`src/rtl/core/eshf_pkg.sv`:
```
// Shared types, constants and helpers for the sentence hex framer.
`timescale 1ns / 1ps
`default_nettype none

package eshf_pkg;

    // Orbit data bytes that follow the satellite number in one sentence.
    localparam int DATA_BYTES = 72;
    localparam int POS_W      = 8;

    // Depth of the command queue between front and back.
    localparam int CMD_DEPTH  = 4;
    localparam int PTR_W      = $clog2(CMD_DEPTH);
    localparam int CNT_W      = $clog2(CMD_DEPTH + 1);

    // Character index within one command.
    localparam int IDX_W      = 4;

    localparam int LEAD_LEN   = 9;

    // "$" followed by the sentence tag and comma.
    localparam logic [7:0] LEAD_TEXT [0:LEAD_LEN-1] = '{
        8'h24, 8'h50, 8'h4D, 8'h54, 8'h4B, 8'h37, 8'h32, 8'h31, 8'h2C
    };

    // XOR of the lead characters after '$'.
    localparam logic [7:0] LEAD_XOR   = 8'h1A;

    localparam logic [7:0] CHAR_STAR  = 8'h2A;
    localparam logic [7:0] CHAR_CR    = 8'h0D;
    localparam logic [7:0] CHAR_LF    = 8'h0A;

    // Character slots per command kind.
    localparam logic [IDX_W-1:0] IDX_FIRST_HI  = IDX_W'(LEAD_LEN);
    localparam logic [IDX_W-1:0] IDX_FIRST_END = IDX_W'(LEAD_LEN + 1);
    localparam logic [IDX_W-1:0] IDX_HEX_HI    = IDX_W'(0);
    localparam logic [IDX_W-1:0] IDX_HEX_LO    = IDX_W'(1);
    localparam logic [IDX_W-1:0] IDX_STAR      = IDX_W'(2);
    localparam logic [IDX_W-1:0] IDX_SUM_HI    = IDX_W'(3);
    localparam logic [IDX_W-1:0] IDX_SUM_LO    = IDX_W'(4);
    localparam logic [IDX_W-1:0] IDX_CR        = IDX_W'(5);
    localparam logic [IDX_W-1:0] IDX_LF        = IDX_W'(6);

    typedef enum logic [1:0] {
        KIND_FIRST = 2'd0,
        KIND_MID   = 2'd1,
        KIND_LAST  = 2'd2
    } t_kind;

    typedef struct packed {
        t_kind      kind;
        logic [7:0] data;
        logic [7:0] sum;
    } t_cmd;

    typedef struct packed {
        logic push;
        t_cmd cmd;
    } t_cmd_wr;

    function automatic logic [7:0] hex_digit(input logic [3:0] nib);
        logic [7:0] r;
        if (nib < 4'd10) begin
            r = 8'h30 + {4'h0, nib};
        end else begin
            r = 8'h37 + {4'h0, nib};
        end
        return r;
    endfunction

    function automatic logic [7:0] hex_pair_xor(input logic [7:0] v);
        return hex_digit(v[7:4]) ^ hex_digit(v[3:0]);
    endfunction

endpackage

`default_nettype wire

```
`src/rtl/core/eshf_front.sv`:
```
// Front end: accepts bytes, tracks sentence position and checksum, issues commands.
`timescale 1ns / 1ps
`default_nettype none

module eshf_front (
    input  wire logic            i_clk,
    input  wire logic            i_rst_n,
    input  wire logic            i_accept,
    input  wire logic [7:0]      i_data_byte,
    output eshf_pkg::t_cmd_wr    o_wr
);

    logic [eshf_pkg::POS_W-1:0] r_pos, n_pos;
    logic [7:0]                 r_xor, n_xor;
    logic [7:0]                 hex_x;
    eshf_pkg::t_cmd             cmd;

    assign hex_x = eshf_pkg::hex_pair_xor(i_data_byte);

    always_comb begin
        n_pos    = r_pos;
        n_xor    = r_xor;
        cmd.data = i_data_byte;
        cmd.sum  = r_xor ^ hex_x;
        cmd.kind = eshf_pkg::KIND_MID;
        priority if (r_pos == '0) begin
            cmd.kind = eshf_pkg::KIND_FIRST;
            cmd.sum  = eshf_pkg::LEAD_XOR ^ hex_x;
            n_pos    = eshf_pkg::POS_W'(1);
            n_xor    = eshf_pkg::LEAD_XOR ^ hex_x;
        end else if (r_pos >= eshf_pkg::POS_W'(eshf_pkg::DATA_BYTES)) begin
            // out-of-range positions also close the sentence
            cmd.kind = eshf_pkg::KIND_LAST;
            n_pos    = '0;
            n_xor    = '0;
        end else begin
            n_pos    = r_pos + eshf_pkg::POS_W'(1);
            n_xor    = r_xor ^ hex_x;
        end
    end

    always_ff @(posedge i_clk) begin
        if (!i_rst_n) begin
            r_pos <= '0;
            r_xor <= '0;
        end else if (i_accept) begin
            r_pos <= n_pos;
            r_xor <= n_xor;
        end
    end

    assign o_wr.push = i_accept;
    assign o_wr.cmd  = cmd;

endmodule

`default_nettype wire

```
`src/rtl/core/eshf_cmd_fifo.sv`:
```
// Small command queue between front and back.
`timescale 1ns / 1ps
`default_nettype none

module eshf_cmd_fifo (
    input  wire logic            i_clk,
    input  wire logic            i_rst_n,
    input  eshf_pkg::t_cmd_wr    i_wr,
    output logic                 o_full,
    input  wire logic            i_rd,
    output logic                 o_valid,
    output eshf_pkg::t_cmd       o_cmd
);

    eshf_pkg::t_cmd                  r_mem [eshf_pkg::CMD_DEPTH];
    logic [eshf_pkg::PTR_W-1:0]      r_wptr, r_rptr;
    logic [eshf_pkg::CNT_W-1:0]      r_count;
    logic                            do_wr, do_rd;

    localparam logic [eshf_pkg::PTR_W-1:0] PTR_LAST =
        eshf_pkg::PTR_W'(eshf_pkg::CMD_DEPTH - 1);

    assign o_full  = (r_count == eshf_pkg::CNT_W'(eshf_pkg::CMD_DEPTH));
    assign o_valid = (r_count != '0);
    assign o_cmd   = r_mem[r_rptr];
    assign do_wr   = i_wr.push && !o_full;
    assign do_rd   = i_rd && o_valid;

    always_ff @(posedge i_clk) begin
        if (do_wr) begin
            r_mem[r_wptr] <= i_wr.cmd;
        end
    end

    always_ff @(posedge i_clk) begin
        if (!i_rst_n) begin
            r_wptr  <= '0;
            r_rptr  <= '0;
            r_count <= '0;
        end else begin
            if (do_wr) begin
                r_wptr <= (r_wptr == PTR_LAST) ? '0 : r_wptr + eshf_pkg::PTR_W'(1);
            end
            if (do_rd) begin
                r_rptr <= (r_rptr == PTR_LAST) ? '0 : r_rptr + eshf_pkg::PTR_W'(1);
            end
            unique case ({do_wr, do_rd})
                2'b10:   r_count <= r_count + eshf_pkg::CNT_W'(1);
                2'b01:   r_count <= r_count - eshf_pkg::CNT_W'(1);
                default: r_count <= r_count;
            endcase
        end
    end

endmodule

`default_nettype wire

```
`src/rtl/core/eshf_back.sv`:
```
// Back end: commands to characters in an output register, one per cycle unless held.
`timescale 1ns / 1ps
`default_nettype none

module eshf_back (
    input  wire logic            i_clk,
    input  wire logic            i_rst_n,
    input  wire logic            i_cmd_valid,
    input  eshf_pkg::t_cmd       i_cmd,
    output logic                 o_cmd_rd,
    output logic                 o_valid,
    input  wire logic            i_pop,
    output logic [7:0]           o_out_char,
    output logic                 o_last_of_item,
    output logic                 o_end_of_sentence
);

    eshf_pkg::t_cmd              r_ent;
    logic                        r_busy;
    logic [eshf_pkg::IDX_W-1:0]  r_idx;

    logic                        r_out_valid;
    logic [7:0]                  r_char;
    logic                        r_last;
    logic                        r_eos;

    logic                        load_out, emit, done, fetch;
    logic [eshf_pkg::IDX_W-1:0]  last_idx;
    logic [7:0]                  ch;
    logic                        eos;

    always_comb begin
        ch       = eshf_pkg::hex_digit(r_ent.data[7:4]);
        eos      = 1'b0;
        last_idx = eshf_pkg::IDX_HEX_LO;
        unique case (r_ent.kind)
            eshf_pkg::KIND_FIRST: begin
                last_idx = eshf_pkg::IDX_FIRST_END;
                priority if (r_idx < eshf_pkg::IDX_FIRST_HI) begin
                    ch = eshf_pkg::LEAD_TEXT[r_idx];
                end else if (r_idx == eshf_pkg::IDX_FIRST_HI) begin
                    ch = eshf_pkg::hex_digit(r_ent.data[7:4]);
                end else begin
                    ch = eshf_pkg::hex_digit(r_ent.data[3:0]);
                end
            end
            eshf_pkg::KIND_LAST: begin
                last_idx = eshf_pkg::IDX_LF;
                priority if (r_idx == eshf_pkg::IDX_HEX_HI) begin
                    ch = eshf_pkg::hex_digit(r_ent.data[7:4]);
                end else if (r_idx == eshf_pkg::IDX_HEX_LO) begin
                    ch = eshf_pkg::hex_digit(r_ent.data[3:0]);
                end else if (r_idx == eshf_pkg::IDX_STAR) begin
                    ch = eshf_pkg::CHAR_STAR;
                end else if (r_idx == eshf_pkg::IDX_SUM_HI) begin
                    ch = eshf_pkg::hex_digit(r_ent.sum[7:4]);
                end else if (r_idx == eshf_pkg::IDX_SUM_LO) begin
                    ch = eshf_pkg::hex_digit(r_ent.sum[3:0]);
                end else if (r_idx == eshf_pkg::IDX_CR) begin
                    ch = eshf_pkg::CHAR_CR;
                end else begin
                    ch  = eshf_pkg::CHAR_LF;
                    eos = 1'b1;
                end
            end
            eshf_pkg::KIND_MID: begin
                last_idx = eshf_pkg::IDX_HEX_LO;
                ch = (r_idx == eshf_pkg::IDX_HEX_HI) ? eshf_pkg::hex_digit(r_ent.data[7:4])
                                                     : eshf_pkg::hex_digit(r_ent.data[3:0]);
            end
            default: begin
                last_idx = eshf_pkg::IDX_HEX_LO;
                ch       = eshf_pkg::hex_digit(r_ent.data[3:0]);
            end
        endcase
    end

    assign load_out = !r_out_valid || i_pop;
    assign emit     = r_busy && load_out;
    assign done     = emit && (r_idx == last_idx);
    // next command is picked up in the same cycle the current one finishes
    assign fetch    = i_cmd_valid && (!r_busy || done);
    assign o_cmd_rd = fetch;

    always_ff @(posedge i_clk) begin
        if (!i_rst_n) begin
            r_busy <= 1'b0;
            r_idx  <= '0;
        end else if (fetch) begin
            r_busy <= 1'b1;
            r_idx  <= '0;
        end else if (done) begin
            r_busy <= 1'b0;
        end else if (emit) begin
            r_idx  <= r_idx + eshf_pkg::IDX_W'(1);
        end
    end

    always_ff @(posedge i_clk) begin
        if (fetch) begin
            r_ent <= i_cmd;
        end
    end

    always_ff @(posedge i_clk) begin
        if (!i_rst_n) begin
            r_out_valid <= 1'b0;
        end else if (load_out) begin
            r_out_valid <= emit;
        end
    end

    always_ff @(posedge i_clk) begin
        if (emit) begin
            r_char <= ch;
            r_last <= done;
            r_eos  <= eos;
        end
    end

    assign o_valid           = r_out_valid;
    assign o_out_char        = r_char;
    assign o_last_of_item    = r_last;
    assign o_end_of_sentence = r_eos;

endmodule

`default_nettype wire

```
`src/rtl/core/ephemeris_sentence_hex_framer.sv`:
```
// Top level of the ephemeris sentence hex framer.
//
// Turns a byte stream into ASCII sentences: each group of one satellite number
// plus DATA_BYTES orbit bytes (package constant, 72) becomes the lead text,
// every byte as two upper-case hex digits, '*', a two-digit XOR checksum of
// all characters between '$' and '*', then CR LF. Input side is a queue write
// port (push/full), output side a queue read port (empty/pop); one transaction
// on the output carries one character. The front end classifies each byte and
// folds it into the running checksum in the cycle it is taken, then writes a
// command into a 4-entry queue, so full is only high while that queue is full.
// The back end turns commands into characters at one per cycle while the output
// is empty or popped, through a single output register, and starts the next
// command in the cycle the current one finishes. An orbit data byte gives two
// characters, the satellite byte eleven and the closing byte seven, with no gap
// between commands while pop stays high and commands wait. The block has no
// configuration. A byte goes through the queue, r_ent and the output register.
`timescale 1ns / 1ps
`default_nettype none

module ephemeris_sentence_hex_framer (
    input  wire logic        i_clk,
    input  wire logic        i_rst_n,
    input  wire logic        push,
    output logic             full,
    input  wire logic [7:0]  i_data_byte,
    output logic             empty,
    input  wire logic        pop,
    output logic [7:0]       o_out_char,
    output logic             o_last_of_item,
    output logic             o_end_of_sentence
);

    eshf_pkg::t_cmd_wr  wr;
    eshf_pkg::t_cmd     q_cmd;
    logic               q_valid;
    logic               q_rd;
    logic               out_valid;
    logic               accept;

    assign accept = push && !full;

    // classify and checksum
    eshf_front u_front (
        .i_clk       (i_clk),
        .i_rst_n     (i_rst_n),
        .i_accept    (accept),
        .i_data_byte (i_data_byte),
        .o_wr        (wr)
    );

    // decouples byte intake from character output
    eshf_cmd_fifo u_fifo (
        .i_clk   (i_clk),
        .i_rst_n (i_rst_n),
        .i_wr    (wr),
        .o_full  (full),
        .i_rd    (q_rd),
        .o_valid (q_valid),
        .o_cmd   (q_cmd)
    );

    // character generator and output register
    eshf_back u_back (
        .i_clk             (i_clk),
        .i_rst_n           (i_rst_n),
        .i_cmd_valid       (q_valid),
        .i_cmd             (q_cmd),
        .o_cmd_rd          (q_rd),
        .o_valid           (out_valid),
        .i_pop             (pop),
        .o_out_char        (o_out_char),
        .o_last_of_item    (o_last_of_item),
        .o_end_of_sentence (o_end_of_sentence)
    );

    assign empty = !out_valid;

endmodule

`default_nettype wire
```
`config.mk`:
```
export PLATFORM = sky130hd
export DESIGN_NAME = ephemeris_sentence_hex_framer
export DESIGN_NICKNAME = d
export VERILOG_FILES = /design/src/rtl/core/eshf_pkg.sv /design/src/rtl/core/eshf_front.sv /design/src/rtl/core/eshf_cmd_fifo.sv /design/src/rtl/core/eshf_back.sv /design/src/rtl/core/ephemeris_sentence_hex_framer.sv
export SDC_FILE = /design/constraint.sdc
export NUM_CORES = 1
export LEC_CHECK = 0
export CAP_MARGIN = 20
export CORE_MARGIN = 1
export CORE_UTILIZATION = 55
export DETAILED_ROUTE_END_ITERATION = 10
export DONT_BUFFER_PORTS = 1
export PLACE_DENSITY = 0.73
export SLEW_MARGIN = 20
export SYNTH_ARGS = -nofsm -noshare
export SYNTH_HDL_FRONTEND = slang
export SYNTH_SLANG_ARGS = --single-unit
```
`constraint.sdc`:
```
create_clock -name i_clk -period 3.3 [get_ports i_clk]
set_clock_uncertainty 0.05 [all_clocks]
set_input_delay 0.495 -clock i_clk [delete_from_list [all_inputs] [get_ports i_clk]]
set_output_delay 0.495 -clock i_clk [all_outputs]
set_load 0.02 [all_outputs]
```
Word-level counts from Yosys, hierarchy flattened
Memories as Yosys holds them, arrays and structs flattened. A register that Yosys moved wholly into a read port is not among the register bits.
Index checks and enable logic that the tools add are counted.
{ "totals": {"mem_bits_ro": 128, "in_bits": 12, "n_memories": 2, "output_inout_bits": 12, "ff_bits": 39, "ram_bits": 72, "word_cells": 115} }
{ "classes": {"n_mux": 34, "eq_ne": 14, "reduce_logical": 20, "bitwise_logic": 7, "n_lt_le_gt_ge": 9, "add_sub_neg": 18} }
{ "mem_list": {"columns": ["name", "words", "width", "rd", "rd_clocked_by_memory_dff", "wr", "line", "rtl"], "rows": [
  ["(name not given)", 16, 8, 1, 0, 0, "eshf_back.sv:40", "ch = eshf_pkg::LEAD_TEXT[r_idx];"],
  ["u_fifo.r_mem", 4, 18, 1, 1, 1, "eshf_cmd_fifo.sv:15", "eshf_pkg::t_cmd r_mem [eshf_pkg::CMD_DEPTH];"]
]} }
{ "ops": {"columns": ["cell", "n"], "rows": [
  ["8-bit 2-to-1 mux", 21],
  ["6-bit by 4-bit adder with 7-bit output, first input constant", 12],
  ["4-bit < comparator, second input constant", 7],
  ["8-bit case mux with 3 select lines", 1],
  ["8-bit XOR", 2],
  ["8-bit by 1-bit adder with 8-bit output, second input constant", 1],
  ["2-bit == test, second input constant", 4],
  ["4-bit by 2-bit == test with 1-bit output, second input constant", 2],
  ["4-bit by 3-bit == test with 1-bit output, second input constant", 2],
  ["8-bit by 7-bit greater-or-equal comparator with 1-bit output, second input constant", 1],
  ["8-bit logical NOT", 1],
  ["2-bit 2-to-1 mux", 4],
  ["4-bit case mux with 2 select lines", 1],
  ["1-bit logical AND", 6],
  ["3-bit case mux with 2 select lines", 1],
  ["6-bit OR reduction", 1],
  ["5-bit greater-or-equal comparator, second input constant", 1],
  ["1-bit 2-to-1 mux", 5],
  ["4-bit inverter with 5-bit output", 1],
  ["2-bit by 1-bit adder with 2-bit output, second input constant", 2],
  ["4-bit by 1-bit adder with 4-bit output, second input constant", 1],
  ["2-bit by 1-bit == test with 1-bit output, second input constant", 2],
  ["4-bit by 1-bit == test with 1-bit output, second input constant", 1],
  ["4-bit == test", 1],
  ["15 further kinds", 21]
]} }

Logic depth before layout (Yosys ltp)
{ "logic_depth": {"ltp_word": 9, "mapped_depth": 11, "ltp_nobuf": 11} }

Cells and area by module
Synthesis repeated with hierarchy kept, for this count alone.
{ "unflattened": {"hier_cells": 530, "hier_area_um2": 6598.8} }
{ "modules_own_cells": {"columns": ["mod", "area_each_um2", "seq_area_each_um2", "cells_per_inst", "instances"], "rows": [
  ["eshf_cmd_fifo", 3134.3, 2342.2, 150, 1],
  ["eshf_back", 2294.7, 930.9, 240, 1],
  ["eshf_front", 1152.4, 300.3, 138, 1],
  ["ephemeris_sentence_hex_framer", 17.5, 0.0, 2, 1]
]} }

Least setup slack after synthesis
Ideal clock, no wire load.
{ "synth_path": {"kind": "register to register", "from": "reg u_back.r_ent[16] (netlist name)", "to": "reg u_fifo.r_count[2] (netlist name)", "n_path_buf": 1, "path_slack_ps": 40, "period_less_slack_ps": 3260, "stages_incl_launch_ff": 12, "t_arrival_ps": 3140, "setup_ps": 71, "required_ps": 3179, "path_cell_list": "edfxtp_1 > clkbuf_2 > or4b_1 > o22ai_1 > o21ai_1 > a21oi_4 > ha_1 > inv_1 > fa_1 > xor2_1 > or3_1 > a21oi_1"} }
{ "synth_via": {"elab_chain_len": 9, "word_cells_on_any_way": 12, "classes_between": "4 x eq/ne; 2 x mux; 6 x reduce/logical"} }
{ "synth_rtl": {"columns": ["element", "line", "rtl"], "rows": [
  ["2-bit == test or 2-bit logical NOT (tied branches)", "eshf_back.sv:36", "unique case (r_ent.kind)"],
  ["4-bit case mux with 2 select lines *", "eshf_back.sv:36", null],
  ["4-bit == test *", "eshf_back.sv:80", "assign done = emit && (r_idx == last_idx);"],
  ["1-bit logical AND *", "eshf_back.sv:80", null],
  ["1-bit logical OR *", "eshf_back.sv:82", "assign fetch = i_cmd_valid && (!r_busy || done);"],
  ["1-bit logical AND *", "eshf_back.sv:82", null],
  ["net q_rd", "ephemeris_sentence_hex_framer.sv:36", "logic q_rd;"],
  ["1-bit logical AND *", "eshf_cmd_fifo.sv:27", "assign do_rd = i_rd && o_valid;"],
  ["2-bit by 1-bit == test with 1-bit output or 2-bit == test (tied branches)", "eshf_cmd_fifo.sv:47", "unique case ({do_wr, do_rd})"],
  ["3-bit case mux with 2 select lines or 2-bit nonzero test (tied branches)", null, null],
  ["end signal: assignment", "eshf_cmd_fifo.sv:48", "2'b10: r_count <= r_count + eshf_pkg::CNT_W'(1);"],
  ["end signal: assignment", "eshf_cmd_fifo.sv:49", "2'b01: r_count <= r_count - eshf_pkg::CNT_W'(1);"],
  ["end signal: assignment", "eshf_cmd_fifo.sv:50", "default: r_count <= r_count;"],
  ["end: declaration", "eshf_cmd_fifo.sv:17", "logic [eshf_pkg::CNT_W-1:0] r_count;"]
]} }
The timed path passes the listed nets; every way through them passes the cells marked *.
A chain may end at the register's enable or synchronous reset.

Final worst setup path
{ "layout_path": {"from": "reg u_back.r_ent[16] (netlist name)", "to": "reg u_fifo.r_count[2] (netlist name)"} }
{ "layout_via": {"elab_chain_len": 9, "word_cells_on_any_way": 12, "classes_between": "4 x eq/ne; 2 x mux; 6 x reduce/logical"} }
{ "layout_rtl": {"columns": ["element", "line"], "rows": [
  ["2-bit == test or 2-bit logical NOT (tied branches)", "eshf_back.sv:36"],
  ["4-bit case mux with 2 select lines *", "eshf_back.sv:36"],
  ["4-bit == test *", "eshf_back.sv:80"],
  ["1-bit logical AND *", "eshf_back.sv:80"],
  ["1-bit logical OR *", "eshf_back.sv:82"],
  ["1-bit logical AND *", "eshf_back.sv:82"],
  ["net q_rd", "ephemeris_sentence_hex_framer.sv:36"],
  ["1-bit logical AND *", "eshf_cmd_fifo.sv:27"],
  ["2-bit by 1-bit == test with 1-bit output or 2-bit == test (tied branches)", "eshf_cmd_fifo.sv:47"],
  ["3-bit case mux with 2 select lines or 2-bit nonzero test (tied branches)", null]
]} }
Marked as above.

==> metrics.md <==
| Metric | Value |
|---|---|
| Cell area after synthesis | `6350 sq um` |
| Port-buffer cells | `0` |
| Routed WL per cell | `18.6 um` |
| Worst setup SP type | `register` |
| Slew margin rel. | `0.361` |
| CTS H-tree lvls | `4` |
| Number of synthesized register bits | `127` |
| CTS Buf Count | `17` |
| Final Setup Violations | `0` |
| CTS tree | `yes` |
| Share of cells above drive strength 1 | `0.129` |
| Syn_area_per_cell | `12.2 sq um` |
| Yosys cell types | `70` |
| Clk slew on worst S/H paths | `0.06 ns` |
| WS Path Type | `register to register` |
| Pwr Total | `6.34 mW` |
| Grt ovf | `0` |
| Via density | `6.10` |
| CTS Buffer Depth | `2` |
| Slew Limit Fails | `0` |
| Final Wtd Congestion | `0.877` |
| First-pass GRT wire length | `20400 um` |
| Maxcap violations | `0` |
| # resized after CTS | `0` |
| DP HPWL | `8560 um` |
| Sequential share of the synthesized area | `0.556` |
| P_leak | `2.51 nW` |
| Antenna-violating nets left | `0` |
| Outcome | `finished, final reports clean` |
| CP max-delay cell | `or4b_1` |
| Final Hold Viols | `0` |
| Worst-skew pair later-pin latency | `0.42 ns` |
| Final period util | `0.923` |
| Post-synth EDFFs | `99` |
| DR vias | `4213` |
| Slowest stage delay, CP | `0.54 ns` |
| Crit Path Max Fanout | `11` |
| Nets | `572` |
| Final worst path period need | `3.05 ns` |
| Root buffer cell | `clkbuf_16` |
| Post-CTS Setup Bufs | `0` |
| Largest net degree at the start of global routing | `25` |
| Filler instances | `834` |
| Yosys top cell area share | `0.468` |
| Top Ports | `24` |
| Fmax achieved | `0.328 GHz` |
| Chip width | `109 um` |
| Finished Layout Cells | `691` |
| Final WL | `12900 um` |
| Critical Path Sink Type | `register` |
| Worst IR Drop VDD | `0.415 mV` |
| Syn. warnings | `0` |
| Setup Total Neg Slack | `0 ns` |
| Final Hold Slack | `0.120 ns` |
| Synth area leaders | `edfxtp_1 (47%), dfxtp_1 (8.8%), mux4_2 (6.4%)` |
| Placed Cells incl. Taps | `659` |
| Die area | `12000 sq um` |
| Total GRT Usage | `0.238` |
| Main synth FF type | `edfxtp_1` |
| Die Span Y | `109 um` |
| Hold buffers post-CTS | `0` |
| Critical path, cell by cell | `or4b_1 > o22ai_1 > o21ai_1 > a21oi_4 > ha_1 > inv_1 > fa_1 > xor2_1 > or3_1 > a21oi_1` |
| Placed Instance Area | `6560 sq um` |
| 1st-pass router iterations | `4` |
| DRT iter0 DRCs | `246` |
| Initial antenna violation count | `0` |
| # clock sinks | `127` |
| Core Footprint | `11000 sq um` |
| Worst path required time | `3.58 ns` |
| Worst min-delay path category | `primary input to register` |
| Row cnt | `38` |
| PD cells | `890 nW/um^2` |
| Antenna diodes | `0` |
| Initial core utilization | `0.576` |
| Vias in the first global route | `3998` |
| Ys async rst share | `0` |
| Actual slew at the worst max-slew pin | `0.958 ns` |
| Design area | `7120 sq um` |
| Synth area leader | `edfxtp_1` |
| P&R area growth vs syn | `12.1%` |
| Mapped Cells | `521` |
| DRC errors left | `0` |
| Critical path arrival | `3.33 ns` |
| RSZ-0062 raised after global routing | `false` |
-- state kept, by name (all words and copies together) (netlist names), 2 cells and up --
register,cells
u_fifo.r_mem,72
u_front.r_pos,8
u_back.r_ent,18
u_front.r_xor,7
u_fifo.r_wptr,2
u_back.o_out_char,7
u_back.r_idx,4
u_fifo.r_count,3
u_fifo.r_rptr,2
-- layout make-up --
class	count	area (sq um)	area share
clock buffer	20	437	0.0613
timing repair buffer	14	105	0.0148
tap	140	175	0.0246
sequential	127	3530	0.496
multi-input combinational	347	2630	0.370
clock inverter	12	120	0.0169
inverter	31	116	0.0163
-- critical path, delay by kind of cell (launching register included) --
kind                     cells  cell delay [ns]
AO/OA/AOI/OAI                4             0.75
XOR/XNOR                     1             0.16
adder cells (fa/ha/maj)      2             0.57
buffers and inverters        1             0.06
flip-flops                   1             0.52
AND/OR/NAND/NOR              2             0.85
-- final timing paths --
| path | startpoint | to | slack [ns] | depth (start not counted) |
|---|---|---|---|---|
| max | u_back.r_ent[16]$_DFFE_PP_ | u_fifo.r_count[2]$_SDFFE_PN0P_ | 0.25 | 10 |
| min | i_data_byte[7] | u_fifo.r_mem[0][15]$_DFFE_PP_ | 0.12 | 0 |
| max reg2reg | u_back.r_ent[16]$_DFFE_PP_ | u_fifo.r_count[2]$_SDFFE_PN0P_ | 0.25 | 10 |
| min reg2reg | u_front.r_xor[0]$_SDFFE_PN0P_ | u_front.r_xor[0]$_SDFFE_PN0P_ | 0.44 | 1 |
-- per-stage QoR --
step | utilization | setup slack (ns)
finish | 0.645 | 0.254
global route | 0.645 | 0.116
CTS | 0.645 | 0.253
detailed placement | 0.595 | 0.290
global placement | 0.595 | 0.406
floorplan | - | 0.0397
-- synthesized netlist by cell type (3+ instances only) --
master    instances
xnor2_1          20
xor2_1           10
clkbuf_1         13
nand3_1          11
o32ai_1           4
nand4_1           4
mux2i_1           6
a21o_1            3
mux4_2           18
or3_1             4
nor2_1           28
nor3b_1           4
and3_1            3
edfxtp_1         99
nand2_1          32
and4b_1           5
mux2_2            3
a21oi_1          36
o21a_1            5
and2_1            9
nand2b_1         11
o21ai_1           3
o211ai_1          6
inv_1            29
a211oi_1          6
o31ai_1           3
o21ai_0          24
a32o_1            3
dfxtp_1          28
nor2b_1          10
buf_2             3
nor3_1            9
ha_1             21
-- report_power, final --
part           leakage, nW  switching (mW)  internal [mW]
logic                 1.09            1.15          0.830
clock network        0.267           0.660           1.10
registers             1.15           0.349           2.25
-- cells in the final DEF, fill, tap and decap left out, types with 11 or more instances in the layout --
cell / count
a21oi_1: 36
nand3_1: 11
nand2b_1: 11
nand2_1: 32
mux4_2: 18
dfxtp_1: 28
ha_1: 21
buf_4: 14
xnor2_1: 20
clkbuf_16: 17
edfxtp_1: 99
inv_1: 29
o21ai_0: 24
nor2_1: 28
-- cells by family (layout without fill, tap and decap cells) --
logic type                 after synthesis  after routing  share of synthesized area
buffers and inverters                   51             77                     0.0315
DFF                                    127            127                      0.556
xor gates and xnor gates                30             30                     0.0414
adders and majority gates               22             22                     0.0445
other                                    1              5                   0.000591
and+or+nand+nor                        145            145                      0.124
muxes                                   27             27                     0.0786
AOI/OAI and AO/OA                      118            118                      0.123
-- metal layers --
| metal | wire, um | GRT usage | vias up |
|---|---|---|---|
| met5 | 0 | 0 | - |
| met4 | 325 | 0.107 | 0 |
| met3 | 775 | 0.0670 | 29 |
| met2 | 6460 | 0.396 | 128 |
| met1 | 5310 | 0.287 | 2063 |
| li1 | - | - | 1993 |
Power figures use the tool's default switching activity.
